==> config.mk <==
export PLATFORM = sky130hd
export DESIGN_NAME = process_queue_scheduler_unit
export DESIGN_NICKNAME = d
export VERILOG_FILES = /design/src/rtl/core/pqs_pkg.sv /design/src/rtl/core/pqs_front.sv /design/src/rtl/core/pqs_back.sv /design/src/rtl/core/process_queue_scheduler_unit.sv
export SDC_FILE = /design/constraint.sdc
export NUM_CORES = 1
export LEC_CHECK = 0
export BUFFER_PORTS_ARGS = -buffer_cell sky130_fd_sc_hd__buf_4
export CORE_ASPECT_RATIO = 0.75
export CORE_MARGIN = 8
export CORE_UTILIZATION = 50
export CTS_CLUSTER_DIAMETER = 80
export DETAILED_ROUTE_END_ITERATION = 6
export PLACE_DENSITY = 0.66
export REMOVE_ABC_BUFFERS = 1
export SLEW_MARGIN = 20
export SYNTH_ARGS = -nofsm -noshare
export SYNTH_HDL_FRONTEND = slang
export SYNTH_SLANG_ARGS = --single-unit
==> constraint.sdc <==
create_clock -name i_clk -period 7.3 [get_ports i_clk]
set_input_delay 1.46 -clock i_clk [delete_from_list [all_inputs] [get_ports i_clk]]
set_output_delay 1.46 -clock i_clk [all_outputs]
set_load 0.1 [all_outputs]
==> src/rtl/core/pqs_pkg.sv <==
// ----------------------------------------------------------------------------
// pqs_pkg
// Shared types and codes for the process queue scheduler.
// ----------------------------------------------------------------------------
package pqs_pkg;

    localparam logic [3:0] KIND_CREATE   = 4'd0;
    localparam logic [3:0] KIND_BLOCK    = 4'd1;
    localparam logic [3:0] KIND_UNBLOCK  = 4'd2;
    localparam logic [3:0] KIND_SUSPEND  = 4'd3;
    localparam logic [3:0] KIND_RESUME   = 4'd4;
    localparam logic [3:0] KIND_SET_PRIO = 4'd5;
    localparam logic [3:0] KIND_QUERY    = 4'd6;
    localparam logic [3:0] KIND_DEQUEUE  = 4'd7;
    localparam logic [3:0] KIND_REQUEUE  = 4'd8;
    localparam logic [3:0] KIND_CLEAR    = 4'd9;

    localparam logic [2:0] ST_OK        = 3'd0;
    localparam logic [2:0] ST_NOT_FOUND = 3'd1;
    localparam logic [2:0] ST_EMPTY     = 3'd2;
    localparam logic [2:0] ST_EXISTS    = 3'd3;
    localparam logic [2:0] ST_QUEUED    = 3'd4;

    localparam logic [1:0] Q_READY     = 2'd0;
    localparam logic [1:0] Q_BLOCKED   = 2'd1;
    localparam logic [1:0] Q_SUSP_RDY  = 2'd2;
    localparam logic [1:0] Q_SUSP_BLK  = 2'd3;

    typedef enum logic [3:0] {
        OP_CREATE, OP_BLOCK, OP_UNBLOCK, OP_SUSPEND, OP_RESUME, OP_SET_PRIO,
        OP_QUERY, OP_DEQUEUE, OP_REQUEUE, OP_CLEAR, OP_NONE
    } t_op;

    typedef struct packed {
        t_op        op;
        logic       id_ok;
        logic [3:0] id;
        logic [3:0] prio;
        logic [3:0] cls;
        logic [1:0] sel;
    } t_cmd;

    typedef struct packed {
        logic [2:0] status;
        logic [3:0] id;
        logic [3:0] prio;
        logic [3:0] cls;
        logic       blocked;
        logic       suspended;
        logic [4:0] count;
    } t_res;

    typedef enum logic [3:0] {
        S_IDLE, S_DECODE, S_UNL1, S_UNL2, S_INS, S_WALK,
        S_AT1, S_AT2, S_TAIL1, S_TAIL2, S_DONE
    } t_state;

    function automatic logic [1:0] home_q(input logic blk, input logic sus);
        logic [1:0] q;
        if (sus) q = blk ? Q_SUSP_BLK : Q_SUSP_RDY;
        else     q = blk ? Q_BLOCKED : Q_READY;
        return q;
    endfunction

endpackage

==> src/rtl/core/pqs_front.sv <==
// ----------------------------------------------------------------------------
// pqs_front
// Accepts items, decodes the kind and id range, and buffers them in a
// two-deep command queue for the back end.
// ----------------------------------------------------------------------------
module pqs_front import pqs_pkg::*; #(
    parameter int MAX_ENTRIES = 16
) (
    input  logic        i_clk,
    input  logic        i_rst_n,
    input  logic        i_valid,
    output logic        o_ready,
    input  logic [3:0]  i_kind,
    input  logic [3:0]  i_process_id,
    input  logic [3:0]  i_new_priority,
    input  logic [3:0]  i_process_class,
    input  logic [1:0]  i_queue_select,
    output logic        o_cmd_valid,
    input  logic        i_cmd_ready,
    output t_cmd        o_cmd
);

    t_cmd       r_mem [2];
    logic       r_wp;
    logic       r_rp;
    logic [1:0] r_cnt;
    t_cmd       cmd;
    logic       push;
    logic       pop;

    always_comb begin
        case (i_kind)
            KIND_CREATE:   cmd.op = OP_CREATE;
            KIND_BLOCK:    cmd.op = OP_BLOCK;
            KIND_UNBLOCK:  cmd.op = OP_UNBLOCK;
            KIND_SUSPEND:  cmd.op = OP_SUSPEND;
            KIND_RESUME:   cmd.op = OP_RESUME;
            KIND_SET_PRIO: cmd.op = OP_SET_PRIO;
            KIND_QUERY:    cmd.op = OP_QUERY;
            KIND_DEQUEUE:  cmd.op = OP_DEQUEUE;
            KIND_REQUEUE:  cmd.op = OP_REQUEUE;
            KIND_CLEAR:    cmd.op = OP_CLEAR;
            default:       cmd.op = OP_NONE;
        endcase
        cmd.id_ok = (32'(i_process_id) < MAX_ENTRIES);
        cmd.id    = i_process_id;
        cmd.prio  = i_new_priority;
        cmd.cls   = i_process_class;
        cmd.sel   = i_queue_select;
    end

    assign o_ready     = (r_cnt != 2'd2);
    assign o_cmd_valid = (r_cnt != 2'd0);
    assign o_cmd       = r_mem[r_rp];
    assign push        = i_valid && o_ready;
    assign pop         = o_cmd_valid && i_cmd_ready;

    always_ff @(posedge i_clk) begin
        if (!i_rst_n) begin
            r_wp  <= 1'b0;
            r_rp  <= 1'b0;
            r_cnt <= 2'd0;
        end else begin
            if (push) r_wp <= ~r_wp;
            if (pop)  r_rp <= ~r_rp;
            r_cnt <= r_cnt + 2'(push) - 2'(pop);
        end
    end

    always_ff @(posedge i_clk) begin
        if (push) r_mem[r_wp] <= cmd;
    end

endmodule

==> src/rtl/core/pqs_back.sv <==
// ----------------------------------------------------------------------------
// pqs_back
// Process table and linked queues. A sequencer carries out one command at a
// time with one entry read and one write per link array in each cycle.
// ----------------------------------------------------------------------------
module pqs_back import pqs_pkg::*; #(
    parameter int MAX_ENTRIES = 16
) (
    input  logic  i_clk,
    input  logic  i_rst_n,
    input  logic  i_cmd_valid,
    output logic  o_cmd_ready,
    input  t_cmd  i_cmd,
    output logic  o_res_valid,
    input  logic  i_res_ready,
    output t_res  o_res
);

    localparam int IW = (MAX_ENTRIES > 1) ? $clog2(MAX_ENTRIES) : 1;
    localparam int LW = $clog2(MAX_ENTRIES + 1);
    localparam logic [LW-1:0] NIL = LW'(MAX_ENTRIES);

    // entry table
    logic [3:0]    r_e_prio  [MAX_ENTRIES];
    logic [3:0]    r_e_cls   [MAX_ENTRIES];
    logic          r_e_blk   [MAX_ENTRIES];
    logic          r_e_sus   [MAX_ENTRIES];
    logic [LW-1:0] r_l_next  [MAX_ENTRIES];
    logic [LW-1:0] r_l_prev  [MAX_ENTRIES];
    logic [MAX_ENTRIES-1:0] r_valid;
    logic [MAX_ENTRIES-1:0] r_queued;
    logic [LW-1:0] r_head [4];
    logic [LW-1:0] r_tail [4];
    logic [LW-1:0] r_size [4];

    t_state        r_state, n_state;
    t_cmd          r_cmd;
    logic [IW-1:0] r_id, n_id;
    logic [3:0]    r_prio, n_prio, r_cls, n_cls;
    logic          r_blk, n_blk, r_sus, n_sus;
    logic [LW-1:0] r_prev, n_prev, r_next, n_next, r_cur, n_cur;
    logic [1:0]    r_q, n_q;
    logic [2:0]    r_status, n_status;
    logic          r_rep, n_rep;
    t_res          r_res;
    logic          r_res_valid;

    logic [IW-1:0] rd_addr;
    logic [3:0]    rd_prio, rd_cls;
    logic          rd_blk, rd_sus;
    logic [LW-1:0] rd_prev, rd_next;

    logic          ln_we, lp_we, ent_we, val_set, q_set, q_clr, clr_all;
    logic [IW-1:0] ln_a, lp_a, ent_a;
    logic [LW-1:0] ln_d, lp_d;
    logic          hd_we, tl_we, sz_inc, sz_dec, res_load;
    logic [LW-1:0] hd_d;
    logic [LW-1:0] id_link;
    logic          exists, linked;
    logic [IW-1:0] cmd_idx;
    logic [31:0]   cnt_wide;

    assign rd_prio = r_e_prio[rd_addr];
    assign rd_cls  = r_e_cls[rd_addr];
    assign rd_blk  = r_e_blk[rd_addr];
    assign rd_sus  = r_e_sus[rd_addr];
    assign rd_prev = r_l_prev[rd_addr];
    assign rd_next = r_l_next[rd_addr];

    assign cmd_idx = IW'(r_cmd.id);
    assign exists  = r_cmd.id_ok && r_valid[cmd_idx];
    assign linked  = exists && r_queued[cmd_idx];
    assign id_link = LW'(r_id);

    assign o_cmd_ready = (r_state == S_IDLE);
    assign o_res_valid = r_res_valid;
    assign o_res       = r_res;

    always_comb begin
        n_state = r_state;
        n_id = r_id; n_prio = r_prio; n_cls = r_cls; n_blk = r_blk; n_sus = r_sus;
        n_prev = r_prev; n_next = r_next; n_cur = r_cur; n_q = r_q;
        n_status = r_status; n_rep = r_rep;
        rd_addr = cmd_idx;
        ln_we = 1'b0; ln_a = r_id; ln_d = NIL;
        lp_we = 1'b0; lp_a = r_id; lp_d = NIL;
        ent_we = 1'b0; ent_a = r_id; val_set = 1'b0;
        q_set = 1'b0; q_clr = 1'b0; clr_all = 1'b0;
        hd_we = 1'b0; hd_d = id_link; tl_we = 1'b0;
        sz_inc = 1'b0; sz_dec = 1'b0; res_load = 1'b0;
        case (r_state)
            S_IDLE: begin
                if (i_cmd_valid) n_state = S_DECODE;
            end
            S_DECODE: begin
                n_status = ST_OK;
                n_rep    = 1'b0;
                n_state  = S_DONE;
                if (r_cmd.op == OP_DEQUEUE) rd_addr = IW'(r_head[r_cmd.sel]);
                n_id = rd_addr;
                n_prio = rd_prio; n_cls = rd_cls; n_blk = rd_blk; n_sus = rd_sus;
                n_prev = rd_prev; n_next = rd_next;
                n_q = home_q(rd_blk, rd_sus);
                case (r_cmd.op)
                    OP_CREATE: begin
                        if (!r_cmd.id_ok) n_status = ST_NOT_FOUND;
                        else if (exists) begin
                            n_status = ST_EXISTS;
                            n_rep    = 1'b1;
                        end else begin
                            n_prio = r_cmd.prio; n_cls = r_cmd.cls;
                            n_blk = 1'b0; n_sus = 1'b0;
                            ent_we = 1'b1; ent_a = cmd_idx; val_set = 1'b1;
                            n_rep = 1'b1;
                            n_state = S_INS;
                        end
                    end
                    OP_BLOCK, OP_UNBLOCK, OP_SUSPEND, OP_RESUME, OP_SET_PRIO: begin
                        if (!linked) n_status = ST_NOT_FOUND;
                        else begin
                            n_rep = 1'b1;
                            n_state = S_UNL1;
                        end
                    end
                    OP_QUERY: begin
                        if (!exists) n_status = ST_NOT_FOUND;
                        else n_rep = 1'b1;
                    end
                    OP_DEQUEUE: begin
                        if (r_head[r_cmd.sel] == NIL) n_status = ST_EMPTY;
                        else begin
                            n_q = r_cmd.sel;
                            n_rep = 1'b1;
                            n_state = S_UNL1;
                        end
                    end
                    OP_REQUEUE: begin
                        if (!exists) n_status = ST_NOT_FOUND;
                        else if (linked) begin
                            n_status = ST_QUEUED;
                            n_rep = 1'b1;
                        end else begin
                            n_rep = 1'b1;
                            n_state = S_INS;
                        end
                    end
                    OP_CLEAR: clr_all = 1'b1;
                    default: ;
                endcase
            end
            S_UNL1: begin
                if (r_prev != NIL) begin
                    ln_we = 1'b1; ln_a = IW'(r_prev); ln_d = r_next;
                end else begin
                    hd_we = 1'b1; hd_d = r_next;
                end
                n_state = S_UNL2;
            end
            S_UNL2: begin
                if (r_next != NIL) begin
                    lp_we = 1'b1; lp_a = IW'(r_next); lp_d = r_prev;
                end else begin
                    tl_we = 1'b1;
                end
                sz_dec = 1'b1;
                q_clr  = 1'b1;
                case (r_cmd.op)
                    OP_BLOCK:    n_blk = 1'b1;
                    OP_UNBLOCK:  n_blk = 1'b0;
                    OP_SUSPEND:  n_sus = 1'b1;
                    OP_RESUME:   n_sus = 1'b0;
                    OP_SET_PRIO: n_prio = r_cmd.prio;
                    default: ;
                endcase
                ent_we  = (r_cmd.op != OP_DEQUEUE);
                n_state = (r_cmd.op == OP_DEQUEUE) ? S_DONE : S_INS;
            end
            S_INS: begin
                n_q = home_q(r_blk, r_sus);
                n_cur = r_head[Q_READY];
                n_state = (home_q(r_blk, r_sus) == Q_READY) ? S_WALK : S_TAIL1;
            end
            S_WALK: begin
                // stable order: pass every entry of equal or lower priority
                rd_addr = IW'(r_cur);
                if (r_cur == NIL) n_state = S_TAIL1;
                else if (rd_prio <= r_prio) n_cur = rd_next;
                else begin
                    n_prev = rd_prev;
                    n_state = S_AT1;
                end
            end
            S_AT1: begin
                ln_we = 1'b1; ln_d = r_cur;
                lp_we = 1'b1; lp_d = r_prev;
                n_state = S_AT2;
            end
            S_AT2: begin
                lp_we = 1'b1; lp_a = IW'(r_cur); lp_d = id_link;
                if (r_prev != NIL) begin
                    ln_we = 1'b1; ln_a = IW'(r_prev); ln_d = id_link;
                end else hd_we = 1'b1;
                sz_inc = 1'b1; q_set = 1'b1;
                n_state = S_DONE;
            end
            S_TAIL1: begin
                n_prev = r_tail[r_q];
                lp_we = 1'b1; lp_d = r_tail[r_q];
                ln_we = 1'b1; ln_d = NIL;
                n_state = S_TAIL2;
            end
            S_TAIL2: begin
                if (r_prev != NIL) begin
                    ln_we = 1'b1; ln_a = IW'(r_prev); ln_d = id_link;
                end else hd_we = 1'b1;
                tl_we = 1'b1;
                sz_inc = 1'b1; q_set = 1'b1;
                n_state = S_DONE;
            end
            S_DONE: begin
                if (!r_res_valid || i_res_ready) begin
                    res_load = 1'b1;
                    n_state  = S_IDLE;
                end
            end
            default: n_state = S_IDLE;
        endcase
    end

    assign cnt_wide = 32'(r_size[r_cmd.sel]);

    always_ff @(posedge i_clk) begin
        if (!i_rst_n) begin
            r_state     <= S_IDLE;
            r_valid     <= '0;
            r_queued    <= '0;
            r_res_valid <= 1'b0;
            for (int k = 0; k < 4; k++) begin
                r_head[k] <= NIL;
                r_tail[k] <= NIL;
                r_size[k] <= '0;
            end
        end else begin
            r_state <= n_state;
            if (res_load) r_res_valid <= 1'b1;
            else if (i_res_ready) r_res_valid <= 1'b0;
            if (clr_all) begin
                r_valid  <= '0;
                r_queued <= '0;
                for (int k = 0; k < 4; k++) begin
                    r_head[k] <= NIL;
                    r_tail[k] <= NIL;
                    r_size[k] <= '0;
                end
            end else begin
                if (val_set) r_valid[ent_a] <= 1'b1;
                if (q_set)   r_queued[r_id] <= 1'b1;
                if (q_clr)   r_queued[r_id] <= 1'b0;
                if (hd_we)   r_head[r_q] <= hd_d;
                if (tl_we)   r_tail[r_q] <= (r_state == S_UNL2) ? r_prev : id_link;
                if (sz_inc)  r_size[r_q] <= r_size[r_q] + 1'b1;
                if (sz_dec && r_size[r_q] != '0) r_size[r_q] <= r_size[r_q] - 1'b1;
            end
        end
    end

    always_ff @(posedge i_clk) begin
        if (i_cmd_valid && r_state == S_IDLE) r_cmd <= i_cmd;
        r_id <= n_id; r_prio <= n_prio; r_cls <= n_cls; r_blk <= n_blk; r_sus <= n_sus;
        r_prev <= n_prev; r_next <= n_next; r_cur <= n_cur; r_q <= n_q;
        r_status <= n_status; r_rep <= n_rep;
        if (ent_we) begin
            r_e_prio[ent_a] <= n_prio;
            r_e_cls[ent_a]  <= n_cls;
            r_e_blk[ent_a]  <= n_blk;
            r_e_sus[ent_a]  <= n_sus;
        end
        if (ln_we) r_l_next[ln_a] <= ln_d;
        if (lp_we) r_l_prev[lp_a] <= lp_d;
        if (res_load) begin
            r_res.status    <= r_status;
            r_res.id        <= r_rep ? 4'(r_id) : 4'd0;
            r_res.prio      <= r_rep ? r_prio : 4'd0;
            r_res.cls       <= r_rep ? r_cls : 4'd0;
            r_res.blocked   <= r_rep & r_blk;
            r_res.suspended <= r_rep & r_sus;
            r_res.count     <= cnt_wide[4:0];
        end
    end

endmodule

==> src/rtl/core/process_queue_scheduler_unit.sv <==
// ----------------------------------------------------------------------------
// process_queue_scheduler_unit
// Process table with a priority-ordered ready queue and three FIFO queues.
// ----------------------------------------------------------------------------
// One item is handled at a time. An insert into the ready queue walks it one
// entry per cycle, so an item takes longer the more ready-queue entries it passes.
// A two-deep command queue takes new items while one is being handled, and
// the result register holds a finished result until it is taken.
module process_queue_scheduler_unit import pqs_pkg::*; #(
    parameter int MAX_ENTRIES = 16
) (
    input  logic        i_clk,
    input  logic        i_rst_n,
    input  logic        i_s_tvalid,
    output logic        o_s_tready,
    // kind[3:0], process_id[7:4], new_priority[11:8], process_class[15:12],
    // queue_select[17:16], zero[23:18]
    input  logic [23:0] i_s_tdata,
    output logic        o_m_tvalid,
    input  logic        i_m_tready,
    // status[2:0], out_id[6:3], out_priority[10:7], out_class[14:11],
    // out_blocked[15], out_suspended[16], queue_count[21:17], zero[23:22]
    output logic [23:0] o_m_tdata
);

    logic cmd_valid, cmd_ready;
    t_cmd cmd;
    t_res res;

    pqs_front #(.MAX_ENTRIES(MAX_ENTRIES)) u_front (
        .i_clk           (i_clk),
        .i_rst_n         (i_rst_n),
        .i_valid         (i_s_tvalid),
        .o_ready         (o_s_tready),
        .i_kind          (i_s_tdata[3:0]),
        .i_process_id    (i_s_tdata[7:4]),
        .i_new_priority  (i_s_tdata[11:8]),
        .i_process_class (i_s_tdata[15:12]),
        .i_queue_select  (i_s_tdata[17:16]),
        .o_cmd_valid     (cmd_valid),
        .i_cmd_ready     (cmd_ready),
        .o_cmd           (cmd)
    );

    pqs_back #(.MAX_ENTRIES(MAX_ENTRIES)) u_back (
        .i_clk       (i_clk),
        .i_rst_n     (i_rst_n),
        .i_cmd_valid (cmd_valid),
        .o_cmd_ready (cmd_ready),
        .i_cmd       (cmd),
        .o_res_valid (o_m_tvalid),
        .i_res_ready (i_m_tready),
        .o_res       (res)
    );

    assign o_m_tdata = {2'b00, res.count, res.suspended, res.blocked, res.cls,
                        res.prio, res.id, res.status};

endmodule

Yosys cells after proc, flatten, opt, wreduce, memory -nomap -nowiden
Memory sizes are Yosys's and may differ from the RTL's. A register that Yosys moved wholly into a read port is not among the register bits.
Index checks and enable logic that the tools add are counted.
{"block": "classes", "reduce_logical": 31, "eq_ne": 31, "addsub": 4, "mux": 165, "n_lt_le_gt_ge": 6, "n_bitwise": 22}
{"op": "5-bit two-way mux", "n": 26}
{"op": "4-bit two-way mux", "n": 28}
{"op": "1-bit two-way mux", "n": 68}
{"op": "16-bit two-way mux", "n": 4}
{"op": "4-bit one-hot mux with 10 select lines", "n": 1}
{"op": "4-bit by 3-bit == test with 1-bit output (second input constant)", "n": 8}
{"op": "16-bit bitwise OR", "n": 2}
{"op": "5-bit one-hot mux with 3 select lines", "n": 2}
{"op": "2-bit two-way mux", "n": 12}
{"op": "4-bit one-hot mux with 2 select lines", "n": 3}
{"op": "4-bit == test (second input constant)", "n": 5}
{"op": "5-bit one-hot mux with 4 select lines", "n": 1}
{"op": "5-bit OR reduction", "n": 4}
{"op": "16-bit AND", "n": 1}
{"op": "4-bit by 2-bit == test with 1-bit output (second input constant)", "n": 4}
{"op": "16-bit NOT", "n": 1}
{"op": "1-bit one-hot mux with 2 select lines", "n": 8}
{"op": "4-bit one-hot mux with 4 select lines", "n": 1}
{"op": "4-bit by 5-bit < comparator with 1-bit output (second input constant)", "n": 3}
{"op": "3-bit one-hot mux with 5 select lines", "n": 1}
{"op": "1-bit bitwise OR", "n": 13}
{"op": "5-bit == test (second input constant)", "n": 2}
{"op": "5-bit != test (second input constant)", "n": 2}
{"op": "5-bit one-hot mux with 2 select lines", "n": 1}
{"op": "29 further kinds", "n": 58}
{"block": "word_totals", "input_bits": 28, "regBits": 94, "wordCells": 295, "mem_bits_ro": 64, "output_inout_bits": 26, "mem_count": 11, "ramBits": 416}
{"memory": "u_back.r_l_next", "depth": 16, "word_bits": 5, "rd": 1, "rd_ports_with_merged_regs": 0, "wr": 1, "line": "pqs_back.sv:28", "rtl": "logic [LW-1:0] r_l_next [MAX_ENTRIES];"}
{"memory": "u_back.r_l_prev", "depth": 16, "word_bits": 5, "rd": 1, "rd_ports_with_merged_regs": 0, "wr": 1, "line": "pqs_back.sv:29", "rtl": "logic [LW-1:0] r_l_prev [MAX_ENTRIES];"}
{"memory": "(no name shown)", "depth": 16, "word_bits": 4, "rd": 1, "rd_ports_with_merged_regs": 0, "wr": 0, "line": "pqs_front.sv:32", "rtl": "case (i_kind)"}
{"memory": "u_back.r_e_cls", "depth": 16, "word_bits": 4, "rd": 1, "rd_ports_with_merged_regs": 0, "wr": 1, "line": "pqs_back.sv:25", "rtl": "logic [3:0] r_e_cls [MAX_ENTRIES];"}
{"memory": "u_back.r_e_prio", "depth": 16, "word_bits": 4, "rd": 1, "rd_ports_with_merged_regs": 0, "wr": 1, "line": "pqs_back.sv:24", "rtl": "logic [3:0] r_e_prio [MAX_ENTRIES];"}
{"memory": "u_front.r_mem", "depth": 2, "word_bits": 18, "rd": 1, "rd_ports_with_merged_regs": 1, "wr": 1, "line": "pqs_front.sv:23", "rtl": "t_cmd r_mem [2];"}
{"memory": "5 more memories"}

Longest topological paths before layout
Gate-level depths: netlist of the first run.
{"block": "logic_depth", "ltp_word": 12, "depth_mapped": 22, "depth_no_buf": 18}

By module
Synthesis of the first run repeated with hierarchy kept, for this count alone.
{"block": "hier_totals", "hier_cells": 1725, "area_unflattened_um2": 23324.9}
{"module": "pqs_back", "cells_each": 1634, "seq_area_each_um2": 14413.8, "area_each_um2": 21705.8, "n_inst": 1}
{"module": "pqs_front", "cells_each": 88, "seq_area_each_um2": 1181.1, "area_each_um2": 1600.3, "n_inst": 1}
{"module": "process_queue_scheduler_unit", "cells_each": 3, "seq_area_each_um2": 0.0, "area_each_um2": 18.8, "n_inst": 1}

Least setup slack after synthesis of the first run
Ideal clock, no wire load.
{"block": "synth_timing", "kind": "register to register", "start": "reg u_back.r_state[1]", "end": "reg u_back.r_prev[0] (enable)", "setup_time_ps": 351, "stages_incl_launch_ff": 21, "period_less_slack_ps": 4176, "path_slack_ps": 3124, "n_path_buf": 5, "arrival_ps": 3824, "required_ps": 6949, "path_cell_list": "dfxtp_1 buf_2 or4b_4 clkinv_4 buf_6 nand3_4 nand3_1 buf_4 buf_2 buf_1 nand3_1 a31oi_1 mux2i_1 ha_1 nor2b_1 o21ai_0 nand2b_1 a21oi_1 a41o_1 o21a_1 a21oi_1"}
{"block": "synth_via", "elab_chain_cells": 6, "elab_cells_between_ends": 10, "cone_classes": "order compare (1); eq/ne (5); mux (1); reduce/logical (2); memory (1)"}
{"item": "from (decl)", "line": "pqs_back.sv:36", "rtl": "t_state r_state, n_state;"}
{"item": "from (signal assigned)", "line": "pqs_back.sv:244", "rtl": "r_state <= n_state;"}
{"item": "4-bit by 3-bit == test with 1-bit output or 4-bit by 1-bit == test with 1-bit output (tied branches)", "line": "pqs_back.sv:91", "rtl": "case (r_state)"}
{"item": "4-bit one-hot mux with 2 select lines", "line": "pqs_back.sv:91"}
{"item": "memory read 16 x 4 bit"}
{"item": "4-bit less-or-equal comparator", "line": "pqs_back.sv:187", "rtl": "else if (rd_prio <= r_prio) n_cur = rd_next;"}
{"item": "2-bit != test (no line)"}
{"item": "3-bit AND reduction (no line) (*)"}
{"item": "to (signal assigned)", "line": "pqs_back.sv:270", "rtl": "r_prev <= n_prev; r_next <= n_next; r_cur <= n_cur; r_q <= n_q;"}
{"item": "to (decl)", "line": "pqs_back.sv:41", "rtl": "logic [LW-1:0] r_prev, n_prev, r_next, n_next, r_cur, n_cur;"}
Mark *: on every way between the ends. The rest lies on a longest branch, timed or not.
A chain may end at the register's enable or synchronous reset.

Worst setup path in the final report of the first run
{"block": "layout_timing", "start": "reg u_back.r_state[0]", "end": "reg u_back.r_prev[0] (enable)"}
The elaborated chain is that of the path after synthesis.

==> key figures, run 1 <==
Critical path
  – CP Cell Sequence: or4b_4 > clkinv_4 > nand3_2 > and3_4 > a211oi_1 > a311oi_1 > a31oi_1 > mux2i_1 > ha_1 > nor2b_1 > o21ai_0 > nand2b_1 > a21oi_1 > a41o_1 > o21a_1 > a21oi_1
  – Crit path max-delay family: compound AO/OA/AOI/OAI gates
  – Arrival time at the worst endpoint: 5880 ps
  – Maximum fanout along the worst path: 45
  – Most numerous cell on the critical path: sky130_fd_sc_hd__a21oi_1
  – Slowest cell on the critical path: sky130_fd_sc_hd__dfxtp_1
  – Largest incremental delay on the critical path: 690 ps
  – CP startpoint kind: flop
  – CP Capture Type: flop
  – Critical path required time: 7510 ps
  – Critical setup path kind: flop to flop
  – Number of buffer and inverter instances along the worst setup path: 1

Power and ir drop
  – Total power density per cell area: 435 nW/um2
  – IR drop worst, VDD: 0.272 mV
  – Leakage power figure: 9.02 nW

Clock tree
  – Clock tree sinks: 534
  – Number of buffers on the longest clock path: 3
  – Worst-path clk slew: 70 ps
  – Number of H-tree branching levels: 2
  – Number of buffers added by the clock tree synthesis step: 50
  – Hold_buf cts: 0
  – Clock latency at the later pin of the worst-skew pair: 580 ps
  – Clock tree from TritonCTS: done
  – Post-CTS repair timing setup buffer count: 0
  – # resized after CTS: 0
  – Clock Tree Root: sky130_fd_sc_hd__clkbuf_16

STA
  – Final number of setup-violating endpoints: 0
  – Sum Neg Setup Slack: 0 ps
  – RSZ-0062 raised after global routing: false
  – Clock skew: 28.4 ps
  – Pins over their slew limit: 0
  – Minimum period implied by the final worst setup slack: 5670 ps
  – Worst Slack Setup Final: 1630 ps
  – Transition time at the pin with the least slew margin: 1100 ps
  – Hold violation total from the final report: 0
  – Maximum operating frequency: 176 MHz
  – Final Cycle Share: 0.777
  – Max-Slew Margin vs Limit: 0.260

Placement
  – Total half-perimeter wirelength after legalization and detailed placement: 38800 um
  – Placed Area: 24100 um2
  – Input/output buffers: 45
  – Last weighted congestion value of the routability-driven placer: 0.943
  – Pre-CTS worst setup slack: 1690 ps

GRT
  – Overflow left after global routing: 0
  – Total track usage: 0.215
  – Pin count of the biggest net entering global routing: 77
  – Number of antenna violations at the first check in global routing: 2
  – First-pass GRT wire length: 89800 um
  – Via count of the first global-routing pass: 14903

Route
  – Post-Route WL: 58600 um
  – Iteration count of the initial detailed-routing pass: 6
  – Top routing layer in use: met5
  – Number of vias in the routed layout: 15483
  – Violation count after the first detailed-routing iteration: 2054
  – Total length of routed met3 wires: 6270 um
  – Residual DRC count: 0
  – DRT antenna net count: 0
  – Per-cell via count in the routed design: 6.13
  – Wire per inst: 23.2 um
  – M1 WL: 26400 um
  – Detailed route wirelength on metal2: 25000 um

Synth
  – Synth unique cells: 75
  – Yosys warning count: 0
  – Cell area after synthesis: 23200 um2
  – Synthesized instance count: 1869
  – Sequential-to-total area share from yosys stat: 0.668
  – FF+latch count, synth: 534
  – Ys flop type: sky130_fd_sc_hd__edfxtp_1
  – Number of enable flip-flop cells after synthesis: 481
  – Post-synth ARST share: 0
  – Synth Area per Inst: 12.4 um2

Die
  – Core ar.: 45900 um2
  – Floorplan die area: 53600 um2
  – Starting Density: 0.505
  – Height of the die: 203 um
  – Chip Width: 265 um
  – I/O pin count: 54
  – Count of standard-cell rows: 68

Min path
  – Hold/Removal Path Class: flop to flop

Status
  – Status: completed

Finish
  – Area of all placed cells without fillers: 26000 um2
  – Final nets: 1929
  – Area growth syn-to-layout: 12.0%
  – Fraction of final layout cells sized beyond drive strength 1: 0.132
  – Antenna diodes: 0

Run
  – Total of max-cap violations: 0
synth_stat cells, types with 26 or more instances:
master | count | area (um2)
sky130_fd_sc_hd__edfxtp_1 | 481 | 14400
sky130_fd_sc_hd__nand2_1 | 356 | 1340
sky130_fd_sc_hd__nor2_1 | 163 | 612
sky130_fd_sc_hd__nand3_1 | 89 | 445
sky130_fd_sc_hd__clkbuf_1 | 69 | 259
sky130_fd_sc_hd__a21oi_1 | 57 | 285
sky130_fd_sc_hd__dfxtp_1 | 53 | 1060
sky130_fd_sc_hd__a31oi_1 | 51 | 319
sky130_fd_sc_hd__o21ai_0 | 51 | 255
sky130_fd_sc_hd__a311oi_1 | 50 | 438
sky130_fd_sc_hd__and3_1 | 41 | 257
sky130_fd_sc_hd__inv_1 | 39 | 146
sky130_fd_sc_hd__a211oi_1 | 32 | 240
sky130_fd_sc_hd__and2_1 | 32 | 200
sky130_fd_sc_hd__mux4_2 | 29 | 653
sky130_fd_sc_hd__mux2_2 | 26 | 293
routing by layer:
| layer | track usage | vias to the layer above |
|---|---|---|
| li1 | - | 7023 |
| met4 | 0.0441 | 4 |
| met1 | 0.327 | 7630 |
| met2 | 0.313 | 747 |
| met5 | 0 | - |
| met3 | 0.0494 | 79 |
where the power goes:
part / leakage (nW) / switching (W) / total, W / internal [W]
clock: 0.883 / 0.00113 / 0.00287 / 0.00174
sequential: 4.87 / 0.000397 / 0.00441 / 0.00402
combinational: 3.27 / 0.00280 / 0.00403 / 0.00123
through the flow:
step	util	total power, W	hold slack (ps)	instances
detailed placement	0.525	0.00841	424	2433
floorplan	-	0.00687	400	1754
finish	0.565	0.0113	435	2527
global placement	0.525	0.00832	437	2433
CTS	0.565	0.0113	438	2526
global route	0.565	0.0119	444	2527
registers in the layout, summed over array words and instances (netlist names), 22 cells and up, named ones only:
register	count
u_front.r_mem	36
u_back.r_e_cls	64
u_back.r_l_next	80
u_back.r_l_prev	80
u_back.r_e_prio	64
u_back.o_res	22
final cells by class:
cell class	instances	area [um2]
Timing Repair Buffer	85	638
Clock inverter	34	483
Fill cell	3726	20000
Inverter	41	159
Sequential cell	534	15500
Tap cell	595	744
Multi-Input combinational cell	1179	7110
Clock buffer	59	1340
final timing paths:
check	start	endpoint	slack [ps]	depth (start not counted)
setup / recovery	u_back.r_state[0]	u_back.r_prev[0]	1630	16
hold / removal	u_back.r_status[1]	u_back.o_res[20]	430	0
setup reg to reg	u_back.r_state[0]	u_back.r_prev[0]	1630	16
hold reg to reg	u_back.r_status[1]	u_back.o_res[20]	430	0
cell usage in the layout (no fill, tap or decap), types with 5 or more instances in the layout:
| master | netlist | layout |
|---|---|---|
| sky130_fd_sc_hd__nor2_1 | 163 | 159 |
| sky130_fd_sc_hd__inv_1 | 39 | 39 |
| sky130_fd_sc_hd__o21ai_1 | 3 | 7 |
| sky130_fd_sc_hd__a2111oi_0 | 8 | 8 |
| sky130_fd_sc_hd__a32oi_1 | 5 | 5 |
| sky130_fd_sc_hd__a31oi_1 | 51 | 51 |
| sky130_fd_sc_hd__mux2i_1 | 16 | 16 |
| sky130_fd_sc_hd__mux4_2 | 29 | 29 |
| sky130_fd_sc_hd__nor2b_1 | 16 | 16 |
| sky130_fd_sc_hd__clkinv_1 | 1 | 9 |
| sky130_fd_sc_hd__o21a_1 | 11 | 11 |
| sky130_fd_sc_hd__a211oi_1 | 32 | 32 |
| sky130_fd_sc_hd__nand2b_1 | 14 | 14 |
| sky130_fd_sc_hd__a311oi_1 | 50 | 49 |
| sky130_fd_sc_hd__mux2_2 | 26 | 26 |
| sky130_fd_sc_hd__a21oi_1 | 57 | 57 |
| sky130_fd_sc_hd__a22oi_1 | 19 | 19 |
| sky130_fd_sc_hd__bufinv_16 | 0 | 12 |
| sky130_fd_sc_hd__and3_1 | 41 | 40 |
| sky130_fd_sc_hd__and2_1 | 32 | 32 |
| sky130_fd_sc_hd__nand4_1 | 12 | 12 |
| sky130_fd_sc_hd__clkinv_2 | 0 | 7 |
| sky130_fd_sc_hd__nand2_1 | 356 | 356 |
| sky130_fd_sc_hd__nor3_1 | 7 | 5 |
| sky130_fd_sc_hd__edfxtp_1 | 481 | 481 |
| sky130_fd_sc_hd__nand3_1 | 89 | 88 |
| sky130_fd_sc_hd__buf_4 | 6 | 85 |
| sky130_fd_sc_hd__o21ai_0 | 51 | 47 |
| sky130_fd_sc_hd__clkbuf_1 | 69 | 5 |
| sky130_fd_sc_hd__ha_1 | 9 | 9 |
| sky130_fd_sc_hd__dfxtp_1 | 53 | 53 |
| sky130_fd_sc_hd__nor4_1 | 6 | 5 |
| sky130_fd_sc_hd__clkbuf_16 | 0 | 51 |
logic make-up after synthesis:
group / Yosys count / share of synthesized area
other cells: 1 / 0.000162
flops: 534 / 0.668
buf+inv: 157 / 0.0296
fa+ha+maj: 10 / 0.00572
mux: 71 / 0.0477
compound gates: 323 / 0.0964
simple gates: 766 / 0.149
xor+xnor: 7 / 0.00264
Note: power is estimated with default switching activity, not from simulation.
==> run 2: changes to the inputs <==
--- a/config.mk
+++ b/config.mk
@@ -5,13 +5,14 @@
 export SDC_FILE = /design/constraint.sdc
 export NUM_CORES = 1
 export LEC_CHECK = 0
+export ABC_AREA = 1
 export BUFFER_PORTS_ARGS = -buffer_cell sky130_fd_sc_hd__buf_4
 export CORE_ASPECT_RATIO = 0.75
 export CORE_MARGIN = 8
 export CORE_UTILIZATION = 50
 export CTS_CLUSTER_DIAMETER = 80
 export DETAILED_ROUTE_END_ITERATION = 6
-export PLACE_DENSITY = 0.66
+export PLACE_DENSITY = 0.69
 export REMOVE_ABC_BUFFERS = 1
 export SLEW_MARGIN = 20
 export SYNTH_ARGS = -nofsm -noshare
==> constraint.sdc (replaced) <==
create_clock -name i_clk -period 4.5 [get_ports i_clk]
set_input_delay 0.9 -clock i_clk [delete_from_list [all_inputs] [get_ports i_clk]]
set_output_delay 0.9 -clock i_clk [all_outputs]
set_load 0.1 [all_outputs]
==> run 2 against run 1 <==
Compared with the run above: wire length down 4.4%; critical path type unchanged; worst hold slack is essentially flat; largest cell class unchanged; sequential share of layout area increased by 0.072 points; largest power group is now combinational logic.
==> key figures, run 2 <==
Die
  – Height of the die: 203 um
  – Starting Density: 0.506
  – Count of standard-cell rows: 68
  – Chip Width: 265 um
  – I/O pin count: 54
  – Core ar.: 45900 um2
  – Floorplan die area: 53800 um2

Run
  – Total of max-cap violations: 0

Synth
  – Synth Area per Inst: 10.8 um2
  – XOR/XNOR Fraction of Synth Area: 0.00188
  – Simple-gate share of the synthesized area: 0.162
  – Largest family of logic cells by synthesized area: simple AND/OR/NAND/NOR gates
  – Dominant cell by count in the synthesized netlist: sky130_fd_sc_hd__edfxtp_1
  – Ranking of synthesized cells by instance count: sky130_fd_sc_hd__edfxtp_1, sky130_fd_sc_hd__nand2_1, sky130_fd_sc_hd__nor2_1, sky130_fd_sc_hd__inv_1, sky130_fd_sc_hd__o21ai_0
  – Mux share of post-synthesis cell area: 0
  – Share of synthesized cell area in full adder, half adder and majority cells: 0.00570
  – Synth unique cells: 54
  – Dominant cells by area after synthesis: sky130_fd_sc_hd__edfxtp_1, sky130_fd_sc_hd__nand2_1, sky130_fd_sc_hd__nor2_1
  – Fraction of synthesized cell area taken by the top area cell type: 0.621
  – Sequential-to-total area share from yosys stat: 0.667
  – Post-synth ARST share: 0
  – Number of enable flip-flop cells after synthesis: 481
  – Complex-gate fraction of the synthesized area: 0.111
  – Cell area after synthesis: 23300 um2
  – Biggest area consumer among synthesized cells: sky130_fd_sc_hd__edfxtp_1
  – Yosys warning count: 0
  – Ys flop type: sky130_fd_sc_hd__edfxtp_1
  – FF+latch count, synth: 534
  – Synthesized instance count: 2150

Clock tree
  – Clock tree from TritonCTS: done
  – Worst-path clk slew: 60 ps
  – Clock Tree Root: sky130_fd_sc_hd__clkbuf_16
  – Clock latency at the later pin of the worst-skew pair: 600 ps
  – Clock tree sinks: 534
  – Number of H-tree branching levels: 2
  – Number of buffers added by the clock tree synthesis step: 52
  – Number of buffers on the longest clock path: 3
  – Post-CTS repair timing setup buffer count: 0

STA
  – Maximum operating frequency: 242 MHz
  – Minimum period implied by the final worst setup slack: 4130 ps
  – Transition time at the pin with the least slew margin: 870 ps
  – Worst Slack Setup Final: 373 ps
  – Max-Slew Margin vs Limit: 0.417
  – Hold violation total from the final report: 0
  – RSZ-0062 raised after global routing: false
  – Pins over their slew limit: 0
  – Final number of setup-violating endpoints: 0
  – Final Cycle Share: 0.917
  – Clock skew: 16.0 ps

Finish
  – Commonest non-fill, non-tap cell in the layout: sky130_fd_sc_hd__edfxtp_1
  – Antenna diodes: 0
  – Biggest regs: u_back.r_l_next x80, u_back.r_l_prev x80
  – Finished Layout Cells: 2851
  – Fraction of final layout cells sized beyond drive strength 1: 0.112
  – Final nets: 2253
  – Highest-count cells in the layout ignoring fill and taps: sky130_fd_sc_hd__edfxtp_1, sky130_fd_sc_hd__nand2_1, sky130_fd_sc_hd__nor2_1, sky130_fd_sc_hd__inv_1, sky130_fd_sc_hd__o21ai_0
  – Count of fill cells added during filler insertion: 3854
  – Area growth syn-to-layout: 11.5%
  – Core utilization of the finished layout: 0.565

Route
  – Detailed route wirelength on metal2: 23700 um
  – Iteration count of the initial detailed-routing pass: 5
  – DRT antenna net count: 0
  – Total length of routed met3 wires: 5510 um
  – Wire per inst: 19.7 um
  – Violation count after the first detailed-routing iteration: 1886
  – Top routing layer in use: met4
  – Residual DRC count: 0
  – Post-Route WL: 56000 um
  – Per-cell via count in the routed design: 5.70
  – M1 WL: 25600 um
  – Number of vias in the routed layout: 16256

Status
  – Status: completed

Critical path
  – Maximum fanout along the worst path: 43
  – Critical path required time: 4800 ps
  – CP Capture Type: flop
  – Critical setup path kind: flop to flop
  – Arrival time at the worst endpoint: 4430 ps
  – CP startpoint kind: flop

Placement
  – Total half-perimeter wirelength after legalization and detailed placement: 37300 um
  – Pre-CTS worst setup slack: 349 ps
  – Last weighted congestion value of the routability-driven placer: 0.895
  – Placed Instances: 2756
  – Input/output buffers: 45

Power and ir drop
  – IR drop worst, VDD: 0.320 mV
  – Leakage power figure: 9.56 nW
  – Total power density per cell area: 721 nW/um2

Min path
  – Hold/Removal Path Class: flop to flop

GRT
  – Number of antenna violations at the first check in global routing: 0
  – Overflow left after global routing: 0
  – Via count of the first global-routing pass: 15240
  – Pin count of the biggest net entering global routing: 63
  – First-pass GRT wire length: 87000 um
  – Total track usage: 0.205
[run 2: cell types whose count changed after synthesis, sizes merged, moves of 48 or more]
cell	previous run	this run
o21ai	54	183
a311oi	50	0
nand3	93	141
o211ai	1	88
nor2	163	317
a31oi	51	1
nand2	356	409
inv	39	174
[run 2: final cells by class]
class / count / area (um2) / share of cell area
clock buffers: 68 / 1460 / 0.0564
clock inverters: 27 / 174 / 0.00670
inverters: 176 / 667 / 0.0257
multi-input cells: 1340 / 6550 / 0.252
flip-flops and latches: 534 / 15500 / 0.598
well taps: 595 / 744 / 0.0287
repair buffers: 111 / 846 / 0.0326
[run 2: cells by family after synthesis]
group / Yosys count
fa+ha+maj: 10
buf+inv: 277
other cells: 1
xor+xnor: 5
compound gates: 410
flops: 534
simple gates: 913
[run 2: report_power, final]
group	leakage [nW]	internal [W]	switching, W
logic	3.88	0.00206	0.00561
registers	4.87	0.00653	0.000342
clock network	0.811	0.00235	0.00183
[run 2: worst paths after layout]
path / startpoint / end / slack, ps / cells past startpoint
setup / recovery: u_back.r_cmd[0] / u_back.r_prev[4] / 370 / 23
hold / removal: u_back.r_status[1] / u_back.o_res[20] / 430 / 0
setup reg to reg: u_back.r_cmd[0] / u_back.r_prev[4] / 370 / 23
hold reg to reg: u_back.r_status[1] / u_back.o_res[20] / 430 / 0
[run 2: per-layer routing]
| metal | vias to the layer above | track usage |
|---|---|---|
| met5 | - | 0 |
| met4 | 0 | 0.0563 |
| met3 | 86 | 0.0377 |
| met2 | 815 | 0.294 |
| met1 | 7698 | 0.315 |
| li1 | 7657 | - |
[run 2: repair_timing]
item / in CTS / in global routing
gates resized for setup: 0 / 2
endpoints found under the setup margin: 0 / 5
endpoints found under the hold margin: 0 / 0
hold buffers: 0 / 0
[run 2: worst max-delay path: stages (launching register included)]
cell                       delay [ps]
sky130_fd_sc_hd__edfxtp_1         390
sky130_fd_sc_hd__buf_4            250
sky130_fd_sc_hd__nand2_1           80
sky130_fd_sc_hd__nand3_1          110
sky130_fd_sc_hd__nand2_1           80
sky130_fd_sc_hd__nand2_1          100
sky130_fd_sc_hd__nand3_2          100
sky130_fd_sc_hd__nand2_4          220
sky130_fd_sc_hd__nand2_4          130
sky130_fd_sc_hd__buf_4            290
sky130_fd_sc_hd__nand2_1          100
sky130_fd_sc_hd__nand3_1           80
sky130_fd_sc_hd__nand3_1          150
sky130_fd_sc_hd__nand3_1          190
sky130_fd_sc_hd__nand2_1          180
sky130_fd_sc_hd__inv_1             60
sky130_fd_sc_hd__ha_1             300
sky130_fd_sc_hd__nand2_1           60
sky130_fd_sc_hd__inv_1             80
sky130_fd_sc_hd__o21ai_0          100
sky130_fd_sc_hd__a32oi_2          310
sky130_fd_sc_hd__a21oi_1          160
sky130_fd_sc_hd__a21oi_1          150
sky130_fd_sc_hd__buf_4            170
[run 2: per-stage QoR]
| step | power, W | hold slack, ps | area [um2] | TNS (ps) |
|---|---|---|---|---|
| finish | 0.0187 | 435 | 25900 | 0 |
| global route | 0.0197 | 457 | 25900 | 0 |
| CTS | 0.0186 | 435 | 25900 | 0 |
| detailed placement | 0.0144 | 413 | 24300 | 0 |
| global placement | 0.0142 | 408 | 24300 | 0 |
| floorplan | 0.0116 | 400 | 22700 | -30370 |
